**src/bra_pkg.sv**
```systemverilog
package bra_pkg;

    // Field widths fixed by the item format
    localparam int IDX_BITS = 8;
    localparam int CNT_BITS = 9;

    // free_index has 8 bits, so no index at or above this is ever reported
    localparam int INDEX_LIMIT = 256;

    localparam logic [CNT_BITS-1:0] RESET_COUNT = 9'd256;

    localparam logic FUNC_FIND = 1'b0;
    localparam logic FUNC_SET  = 1'b1;

    typedef enum logic [1:0] {
        ST_IDLE,
        ST_SCAN,
        ST_HOLD
    } state_t;

    // Search token that walks down the row of cells
    typedef struct packed {
        logic                active;
        logic                found;
        logic [IDX_BITS-1:0] index;
    } probe_t;

    // Set command, broadcast to every cell
    typedef struct packed {
        logic                en;
        logic [IDX_BITS-1:0] index;
        logic                mark_free;
    } set_cmd_t;

    typedef struct packed {
        logic                found;
        logic [IDX_BITS-1:0] index;
    } result_t;

endpackage

```
**src/bra_req_if.sv**
```systemverilog
interface bra_req_if;
    logic       valid;
    logic       ready;
    logic       func;
    logic [7:0] target_index;
    logic       mark_free;

    modport source (output valid, output func, output target_index, output mark_free,
                    input ready);
    modport sink   (input valid, input func, input target_index, input mark_free,
                    output ready);
endinterface

```
**src/bra_rsp_if.sv**
```systemverilog
interface bra_rsp_if;
    logic       valid;
    logic       ready;
    logic       found;
    logic [7:0] free_index;

    modport source (output valid, output found, output free_index, input ready);
    modport sink   (input valid, input found, input free_index, output ready);
endinterface

```
**src/bra_cell.sv**
```systemverilog
module bra_cell #(
    parameter int WORD_BITS     = 32,
    parameter int CELL_IDX      = 0,
    parameter int MAX_RESOURCES = 256,
    parameter int IDX_W         = 9
) (
    input  logic                      clk,
    input  logic                      rst_n,
    input  logic [bra_pkg::CNT_BITS-1:0] limit,
    input  bra_pkg::set_cmd_t         set_cmd,
    input  bra_pkg::probe_t           probe_in,
    output bra_pkg::probe_t           probe_out
);
    import bra_pkg::*;

    localparam int POS_W = $clog2(WORD_BITS);
    localparam int BASE  = CELL_IDX * WORD_BITS;
    localparam logic [IDX_W-1:0] BASE_V = IDX_W'(BASE);
    localparam logic [IDX_W-1:0] TOP_V  = IDX_W'(BASE + WORD_BITS);
    localparam logic [IDX_W-1:0] MAX_V  = IDX_W'(MAX_RESOURCES);

    logic [WORD_BITS-1:0] word_reg, word_next;
    probe_t               probe_reg, probe_next;

    logic [IDX_W-1:0] set_idx;
    logic [IDX_W-1:0] set_off;
    logic [POS_W-1:0] set_pos;
    logic             set_hit;
    logic [IDX_W-1:0] limit_ext;
    logic [WORD_BITS-1:0] free_vec;
    logic [POS_W-1:0] low_pos;
    logic             any_free;

    assign set_idx   = IDX_W'(set_cmd.index);
    assign set_off   = set_idx - BASE_V;
    assign set_pos   = set_off[POS_W-1:0];
    assign set_hit   = set_cmd.en && (set_idx >= BASE_V) && (set_idx < TOP_V)
                       && (set_idx < MAX_V);
    assign limit_ext = IDX_W'(limit);

    // Update the stored word on a set hit
    always_comb
    begin
        word_next = word_reg;
        if (set_hit)
        begin
            word_next[set_pos] = !set_cmd.mark_free;
        end
    end

    // Free bits that lie below the resource limit
    always_comb
    begin
        for (int b = 0; b < WORD_BITS; b++)
        begin
            free_vec[b] = !word_reg[b] && (IDX_W'(BASE + b) < limit_ext);
        end
    end

    // Lowest free bit in this word
    always_comb
    begin
        low_pos  = '0;
        any_free = 1'b0;
        for (int b = WORD_BITS - 1; b >= 0; b--)
        begin
            if (free_vec[b])
            begin
                low_pos  = POS_W'(b);
                any_free = 1'b1;
            end
        end
    end

    // Claim the token if no earlier cell answered
    always_comb
    begin
        probe_next = probe_in;
        if (probe_in.active && !probe_in.found && any_free)
        begin
            probe_next.found = 1'b1;
            probe_next.index = IDX_BITS'(BASE + int'(low_pos));
        end
    end

    always_ff @(posedge clk or negedge rst_n)
    begin
        if (!rst_n)
        begin
            word_reg  <= '0;
            probe_reg <= '0;
        end
        else
        begin
            word_reg  <= word_next;
            probe_reg <= probe_next;
        end
    end

    assign probe_out = probe_reg;

endmodule

```
**src/bitmap_resource_allocator.sv**
```systemverilog
// Bitmap resource allocator: one usage bit per resource, 0 free and 1 used.
// Request channel (req): func selects find (lowest free index) or set (mark
// one index free or used by target_index and mark_free). Response channel (rsp):
// exactly one transaction per request, found and free_index; a set request
// answers with both zero. Config: cfg_we writes cfg_wdata into resource_count;
// indices at or above it (capped at the bitmap size and at 256) are never
// returned. Write it only while the block is idle.
// Search: a find walks a token down a row of NUM_WORDS cells, one bitmap word
// per cycle, then through the holding register into the output register.
// A set goes through the holding register into the output register.
// One request is in flight at a time, so a new request is taken only after
// the last one has been handed to the output register.
// Reset clears the bitmap to all free and sets resource_count to 256.
// If the receiver stalls, the response holds in the output register while the
// next request is still accepted; that request's result waits in a holding
// register, and req.ready drops until the output register drains.
module bitmap_resource_allocator #(
    parameter int MAX_RESOURCES = 256,
    parameter int WORD_BITS     = 32
) (
    input  logic                          clk,
    input  logic                          rst_n,
    bra_req_if.sink                       req,
    bra_rsp_if.source                     rsp,
    input  logic                          cfg_we,
    input  logic [bra_pkg::CNT_BITS-1:0]  cfg_wdata
);
    import bra_pkg::*;

    localparam int NUM_WORDS = (MAX_RESOURCES + WORD_BITS - 1) / WORD_BITS;
    localparam int SPAN      = NUM_WORDS * WORD_BITS;
    localparam int IDX_RAW   = $clog2(SPAN + 1);
    localparam int IDX_W     = (IDX_RAW > CNT_BITS) ? IDX_RAW : CNT_BITS;
    localparam int LIM_INT   = (MAX_RESOURCES < INDEX_LIMIT) ? MAX_RESOURCES : INDEX_LIMIT;
    localparam logic [CNT_BITS-1:0] LIMIT_CAP = CNT_BITS'(LIM_INT);

    state_t                state_reg, state_next;
    logic [CNT_BITS-1:0]   count_reg;
    logic [CNT_BITS-1:0]   limit;
    result_t               pend_reg, pend_next;
    result_t               out_data_reg;
    logic                  out_valid_reg, out_valid_next;
    logic                  load_out;
    logic                  accept;
    logic                  slot_free;
    set_cmd_t              set_cmd;
    probe_t                probe [NUM_WORDS+1];

    // Take a new request only in the idle state, between requests
    assign req.ready = (state_reg == ST_IDLE);
    assign accept    = req.valid && req.ready;
    assign slot_free = !out_valid_reg || rsp.ready;

    // Clamp the configured count to what the bitmap and free_index can hold
    assign limit = (count_reg > LIMIT_CAP) ? LIMIT_CAP : count_reg;

    // Broadcast a set to every cell; the owning cell updates its word
    assign set_cmd.en        = accept && (req.func == FUNC_SET);
    assign set_cmd.index     = req.target_index;
    assign set_cmd.mark_free = req.mark_free;

    // Inject the search token into the first cell
    assign probe[0].active = accept && (req.func == FUNC_FIND);
    assign probe[0].found  = 1'b0;
    assign probe[0].index  = '0;

    for (genvar g = 0; g < NUM_WORDS; g++)
    begin : g_cell
        bra_cell #(
            .WORD_BITS     (WORD_BITS),
            .CELL_IDX      (g),
            .MAX_RESOURCES (MAX_RESOURCES),
            .IDX_W         (IDX_W)
        ) u_cell (
            .clk       (clk),
            .rst_n     (rst_n),
            .limit     (limit),
            .set_cmd   (set_cmd),
            .probe_in  (probe[g]),
            .probe_out (probe[g+1])
        );
    end

    // Sequence: accept, walk the row for a find, then hand off to the output register
    always_comb
    begin
        state_next = state_reg;
        pend_next  = pend_reg;
        load_out   = 1'b0;
        unique case (state_reg)
            ST_IDLE:
            begin
                if (accept)
                begin
                    if (req.func == FUNC_SET)
                    begin
                        pend_next  = '0;
                        state_next = ST_HOLD;
                    end
                    else
                    begin
                        state_next = ST_SCAN;
                    end
                end
            end
            ST_SCAN:
            begin
                // Token leaves the last cell: capture the answer
                if (probe[NUM_WORDS].active)
                begin
                    pend_next.found = probe[NUM_WORDS].found;
                    pend_next.index = probe[NUM_WORDS].index;
                    state_next      = ST_HOLD;
                end
            end
            ST_HOLD:
            begin
                // Wait for the output register to drain
                if (slot_free)
                begin
                    load_out   = 1'b1;
                    state_next = ST_IDLE;
                end
            end
            default:
            begin
                state_next = ST_IDLE;
            end
        endcase
    end

    always_comb
    begin
        out_valid_next = out_valid_reg;
        if (load_out)
        begin
            out_valid_next = 1'b1;
        end
        else if (rsp.ready)
        begin
            out_valid_next = 1'b0;
        end
    end

    always_ff @(posedge clk or negedge rst_n)
    begin
        if (!rst_n)
        begin
            state_reg     <= ST_IDLE;
            count_reg     <= RESET_COUNT;
            out_valid_reg <= 1'b0;
        end
        else
        begin
            state_reg     <= state_next;
            out_valid_reg <= out_valid_next;
            if (cfg_we)
            begin
                count_reg <= cfg_wdata;
            end
        end
    end

    // Payload registers hold without reset
    always_ff @(posedge clk)
    begin
        pend_reg <= pend_next;
        if (load_out)
        begin
            out_data_reg <= pend_reg;
        end
    end

    assign rsp.valid      = out_valid_reg;
    assign rsp.found      = out_data_reg.found;
    assign rsp.free_index = out_data_reg.index;

endmodule

```
**src/flat_wrapper.sv**
```systemverilog
// flat-port wrapper written by rule: the top's interface ports become plain ports
module bitmap_resource_allocator_flat import bra_pkg::*;
#(
    parameter int MAX_RESOURCES = 256,
    parameter int WORD_BITS     = 32
)
  (clk, rst_n, cfg_we, cfg_wdata, req_valid, req_func, req_target_index, req_mark_free, req_ready, rsp_valid, rsp_found, rsp_free_index, rsp_ready);
  bra_req_if req_i ();
  bra_rsp_if rsp_i ();
  input  logic clk;
  input  logic rst_n;
  input  logic cfg_we;
  input  logic [bra_pkg::CNT_BITS-1:0] cfg_wdata;
  input wire logic [$bits(req_i.valid)-1:0] req_valid;
  input wire logic [$bits(req_i.func)-1:0] req_func;
  input wire logic [$bits(req_i.target_index)-1:0] req_target_index;
  input wire logic [$bits(req_i.mark_free)-1:0] req_mark_free;
  output wire logic [$bits(req_i.ready)-1:0] req_ready;
  output wire logic [$bits(rsp_i.valid)-1:0] rsp_valid;
  output wire logic [$bits(rsp_i.found)-1:0] rsp_found;
  output wire logic [$bits(rsp_i.free_index)-1:0] rsp_free_index;
  input wire logic [$bits(rsp_i.ready)-1:0] rsp_ready;
  assign req_i.valid = req_valid;
  assign req_i.func = req_func;
  assign req_i.target_index = req_target_index;
  assign req_i.mark_free = req_mark_free;
  assign req_ready = req_i.ready;
  assign rsp_valid = rsp_i.valid;
  assign rsp_found = rsp_i.found;
  assign rsp_free_index = rsp_i.free_index;
  assign rsp_i.ready = rsp_ready;
  bitmap_resource_allocator #(.MAX_RESOURCES(MAX_RESOURCES), .WORD_BITS(WORD_BITS)) u_core (.clk(clk), .rst_n(rst_n), .req(req_i), .rsp(rsp_i), .cfg_we(cfg_we), .cfg_wdata(cfg_wdata));
endmodule
```
**config.mk**
```make
export PLATFORM = sky130hd
export DESIGN_NAME = bitmap_resource_allocator_flat
export DESIGN_NICKNAME = d
export VERILOG_FILES = /design/src/bra_pkg.sv /design/src/bra_req_if.sv /design/src/bra_rsp_if.sv /design/src/bra_cell.sv /design/src/bitmap_resource_allocator.sv /design/src/flat_wrapper.sv
export SDC_FILE = /design/constraint.sdc
export NUM_CORES = 1
export LEC_CHECK = 0
export BUFFER_PORTS_ARGS = -buffer_cell sky130_fd_sc_hd__clkbuf_2
export CAP_MARGIN = 20
export CORE_MARGIN = 2
export CORE_UTILIZATION = 55
export DETAILED_ROUTE_END_ITERATION = 16
export PLACE_DENSITY = 0.76
export SLEW_MARGIN = 25
export SYNTH_ARGS = -nofsm -noshare
export SYNTH_HDL_FRONTEND = slang
export SYNTH_SLANG_ARGS = --single-unit
```
**constraint.sdc**
```tcl
create_clock -name clk -period 4.7 [get_ports clk]
set_clock_uncertainty 0.1 [all_clocks]
set_input_delay 1.175 -clock clk [delete_from_list [all_inputs] [get_ports clk]]
set_output_delay 1.175 -clock clk [all_outputs]
set_load 0.05 [all_outputs]
```
==> metrics.log <==
[metrics] All-Layer GR Usage: 44.4%
[metrics] standard cell core area: 37400 µm²
[metrics] 1st-iter DRT viols: 3463
[metrics] DP HPWL: 63.1 mm
[metrics] overall overflow remaining after global route: 0
[metrics] final layout net count: 2368
[metrics] number of buffer and inverter instances along the worst setup path: 2
[metrics] crit path kind: reg -> reg
[metrics] number of remaining DRC errors: 0
[metrics] part of the total power dissipated in combinational logic: 22.6%
[metrics] fraction of layout cells with a size suffix above 1: 12.5%
[metrics] detailed-routing iteration count for the pre-antenna-repair pass: 6
[metrics] most common cell after layout, fill and taps aside: sky130_fd_sc_hd__a21oi_1
[metrics] clk sink count: 359
[metrics] setup repair after global routing missed its margin: false
[metrics] Net Count, Synth: 2416
[metrics] outcome: finished, final reports clean
[metrics] mean post-synth cell area: 8.68 µm²
[metrics] net switching power: 3.03 mW
[metrics] Synth Cell Area: 20800 µm²
[metrics] via count of the routed design: 21100
[metrics] switching power share of the total: 34.0%
[metrics] data required time of the worst path: 5.02 ns
[metrics] Synth top area share: 41.0%
[metrics] Maximum Capacitance Violations: 0
[metrics] count of endpoints failing setup in the final report: 0
[metrics] Resized cells post-CTS: 0
[metrics] fin util: 61.3%
[metrics] root buffer selected by CTS: sky130_fd_sc_hd__clkbuf_16
[metrics] post-synthesis instance total: 2392
[metrics] post-synthesis sequential area ratio: 43.7%
[metrics] Synth Register Bits: 359
[metrics] remaining number of nets flagged by the antenna check after routing: 0
[metrics] number of H-tree branching levels: 2
[metrics] main area contributors after synthesis: sky130_fd_sc_hd__dfrtp_1, sky130_fd_sc_hd__a21oi_1, sky130_fd_sc_hd__a31oi_1
[metrics] CP cell instances: buf_4 > nor2b_1 > a21oi_1 > a21oi_1 > o41ai_1 > buf_4 > and4_1 > a31o_2 > nand2_1 > o31ai_1
[metrics] final count of hold timing violations: 0
[metrics] P_leak: 9.50 nW
[metrics] adder and majority cell fraction of the synthesized area: 0%
[metrics] maximum cell stage delay along the critical path: 0.97 ns
[metrics] number of clock buffers inserted by TritonCTS: 40
[metrics] Max-Slew Margin vs Limit: 19.9%
[metrics] most frequently used flop master after synthesis: sky130_fd_sc_hd__dfrtp_1
[metrics] count of standard-cell rows: 71
[metrics] Reg power frac: 41.4%
[metrics] largest area contributor in the netlist: sky130_fd_sc_hd__dfrtp_1
[metrics] post-CTS repair timing setup buffer count: 0
[metrics] horizontal extent of the die: 198 µm
[metrics] clock transition time at the flip-flop clock pins of the worst setup and hold paths: 0.06 ns
[metrics] cell family with most CP delay: compound AO/OA/AOI/OAI gates
[metrics] arrival time worst endpoint: 4.51 ns
[metrics] global-route wire length before repair: 127 mm
[metrics] dominant combinational cell family by area after synthesis: compound AO/OA/AOI/OAI gates
[metrics] transition time of the tightest slew-check pin: 1.20 ns
[metrics] pin count of the biggest net entering global routing: 97
[metrics] routability congestion estimate: 1.10
[metrics] final count of pins violating max slew: 0
[metrics] total power: 8.91 mW
[metrics] Netlist cell types: 98
[metrics] antenna diode count: 0
[metrics] Buffers on Ports: 34
[metrics] number of antenna violations at the first check in global routing: 0
[metrics] clock network fraction of design power: 36.0%
[metrics] nature of the critical path startpoint: flop
[metrics] hold crit path type: reg -> reg
[metrics] peak ir drop on the vdd network: 343 µV
[metrics] routed len/inst: 30.3 µm
[metrics] nature of the critical path endpoint: flop
[metrics] number of global-route vias before repair: 19100
[metrics] Compound-Gate Fraction of Synth Area: 36.7%
[metrics] detail-routed via count per cell: 7.32
[metrics] Critical Path Slowest Stage Cell: sky130_fd_sc_hd__dfstp_4
[metrics] biggest fanout along the worst timing path: 50
[metrics] Ys Warns: 0
[metrics] Tmin final: 4.19 ns
[metrics] maximum root-to-sink buffer count: 3
[metrics] CTS tree: done
[metrics] power per unit of standard cell area: 388 nW/µm²
[metrics] number of enable flip-flop cells after synthesis: 18
[metrics] upper clock frequency limit: 0.239 GHz
[metrics] async set-reset flop share out of synthesis: 95.0%
[metrics] full die area: 39300 µm²
[metrics] number of buffers added to fix hold violations after cts: 0
[metrics] area share of xor/xnor cells in the synthesized design: 0%
[metrics] synthesis-to-layout area growth: 10.5%
[metrics] Initial Utilization: 55.5%
[metrics] flip-flop count of the largest register, all copies and words added: 256
[metrics] fraction of synthesized area in multiplexers: 0.651%
[metrics] simple-gate area share of the yosys netlist: 13.6%
[metrics] internal cell power: 5.88 mW
[metrics] Post-Route WL: 87.3 mm
[metrics] commonest cells after routing, fill and taps aside: sky130_fd_sc_hd__a21oi_1, sky130_fd_sc_hd__dfrtp_1, sky130_fd_sc_hd__a31oi_1
[metrics] setup TNS after final layout: 0 ns
[metrics] post-route clock period utilization: 89.2%
[metrics] clock latency reported for the late side of the worst-skew pair: 0.58 ns
[metrics] Die Height: 198 µm
[metrics] number of top-level pins: 35
synthesized netlist by cell type, types with 18 or more instances:
cell                       instances
sky130_fd_sc_hd__buf_2            51
sky130_fd_sc_hd__a31oi_1         301
sky130_fd_sc_hd__dfrtp_1         340
sky130_fd_sc_hd__nor2_1          172
sky130_fd_sc_hd__clkbuf_1        149
sky130_fd_sc_hd__a211oi_1         26
sky130_fd_sc_hd__o22ai_1          33
sky130_fd_sc_hd__or2_2            19
sky130_fd_sc_hd__a21o_1           34
sky130_fd_sc_hd__nand2b_1         31
sky130_fd_sc_hd__nor2b_1          34
sky130_fd_sc_hd__a21oi_1         479
sky130_fd_sc_hd__nor3_1           37
sky130_fd_sc_hd__edfxtp_1         18
sky130_fd_sc_hd__inv_1            40
sky130_fd_sc_hd__o211ai_1         22
sky130_fd_sc_hd__o31ai_1          23
sky130_fd_sc_hd__and2_1           27
sky130_fd_sc_hd__nand2_1          80
sky130_fd_sc_hd__o21ai_0         107
sky130_fd_sc_hd__nand3_1          20
through the flow:
step / worst slack [ns] / instance area [µm²] / hold WS (ns) / instances
floorplan: 1.68 / 20800 / 0.261 / 2392
global placement: 0.828 / 21600 / 0.305 / 2813
detailed placement: 0.765 / 21600 / 0.307 / 2813
CTS: 0.733 / 22900 / 0.320 / 2886
global route: 0.431 / 22900 / 0.323 / 2886
finish: 0.509 / 22900 / 0.320 / 2886
kinds of logic after synthesis:
group / after synthesis
AO/OA/AOI/OAI: 1228
AND/OR/NAND/NOR: 531
flip-flops: 359
buffers and inverters: 262
multiplexers: 12
path summary, 6_finish.rpt:
| path | from | end | slack (ns) | cells past startpoint |
|---|---|---|---|---|
| worst min register to register | u_core.pend_reg[7] | u_core.rsp.free_index[7] | 0.32 | 0 |
| max in group asynchronous | rst_n | u_core.g_cell[4].u_cell.word_reg[15] | 3.02 | 2 |
| min in group asynchronous | rst_n | u_core.rsp.valid | 0.54 | 1 |
| worst max-delay path | u_core.count_reg[8] | u_core.g_cell[5].u_cell.probe_out[0] | 0.51 | 10 |
| worst max register to register | u_core.count_reg[8] | u_core.g_cell[5].u_cell.probe_out[0] | 0.51 | 10 |
| worst min-delay path | u_core.pend_reg[7] | u_core.rsp.free_index[7] | 0.32 | 0 |
power by group through the flow:
stage / combinational, mW / sequential (mW) / clock, mW
2_1_floorplan: 1.21 / 3.66 / 0
3_3_place_gp: 1.90 / 3.72 / 0
3_5_place_dp: 1.92 / 3.72 / 0
4_1_cts: 1.93 / 3.67 / 3.22
5_1_grt: 2.12 / 3.70 / 3.35
6_report: 2.01 / 3.69 / 3.21
cell type report:
cell class | instances | area, µm²
Sequential cell | 359 | 9080
Fill cell | 3287 | 14500
Clock buffer | 49 | 1090
Tap cell | 511 | 639
Timing Repair Buffer | 131 | 1000
Clock inverter | 24 | 238
Inverter | 41 | 154
Multi-Input combinational cell | 1771 | 10700
worst reg2reg max path: stages (launching register included):
cell	delay, ns
sky130_fd_sc_hd__dfstp_4	0.97
sky130_fd_sc_hd__buf_4	0.36
sky130_fd_sc_hd__nor2b_1	0.13
sky130_fd_sc_hd__a21oi_1	0.49
sky130_fd_sc_hd__a21oi_1	0.31
sky130_fd_sc_hd__o41ai_1	0.61
sky130_fd_sc_hd__buf_4	0.23
sky130_fd_sc_hd__and4_1	0.26
sky130_fd_sc_hd__a31o_2	0.36
sky130_fd_sc_hd__nand2_1	0.10
sky130_fd_sc_hd__o31ai_1	0.12
per-layer routing:
layer  up-vias  global-route usage (%)  share of wire [%]  routed length, µm
met5         -                       0                  0                  0
met2      1517                    62.2                 41              35900
met1     10200                    61.8                 39              34500
met4         0                    23.9                6.1               5310
met3       317                    12.9                 13              11700
li1       9118                       -                  -                  -
Note: power is estimated with default switching activity, not from simulation.
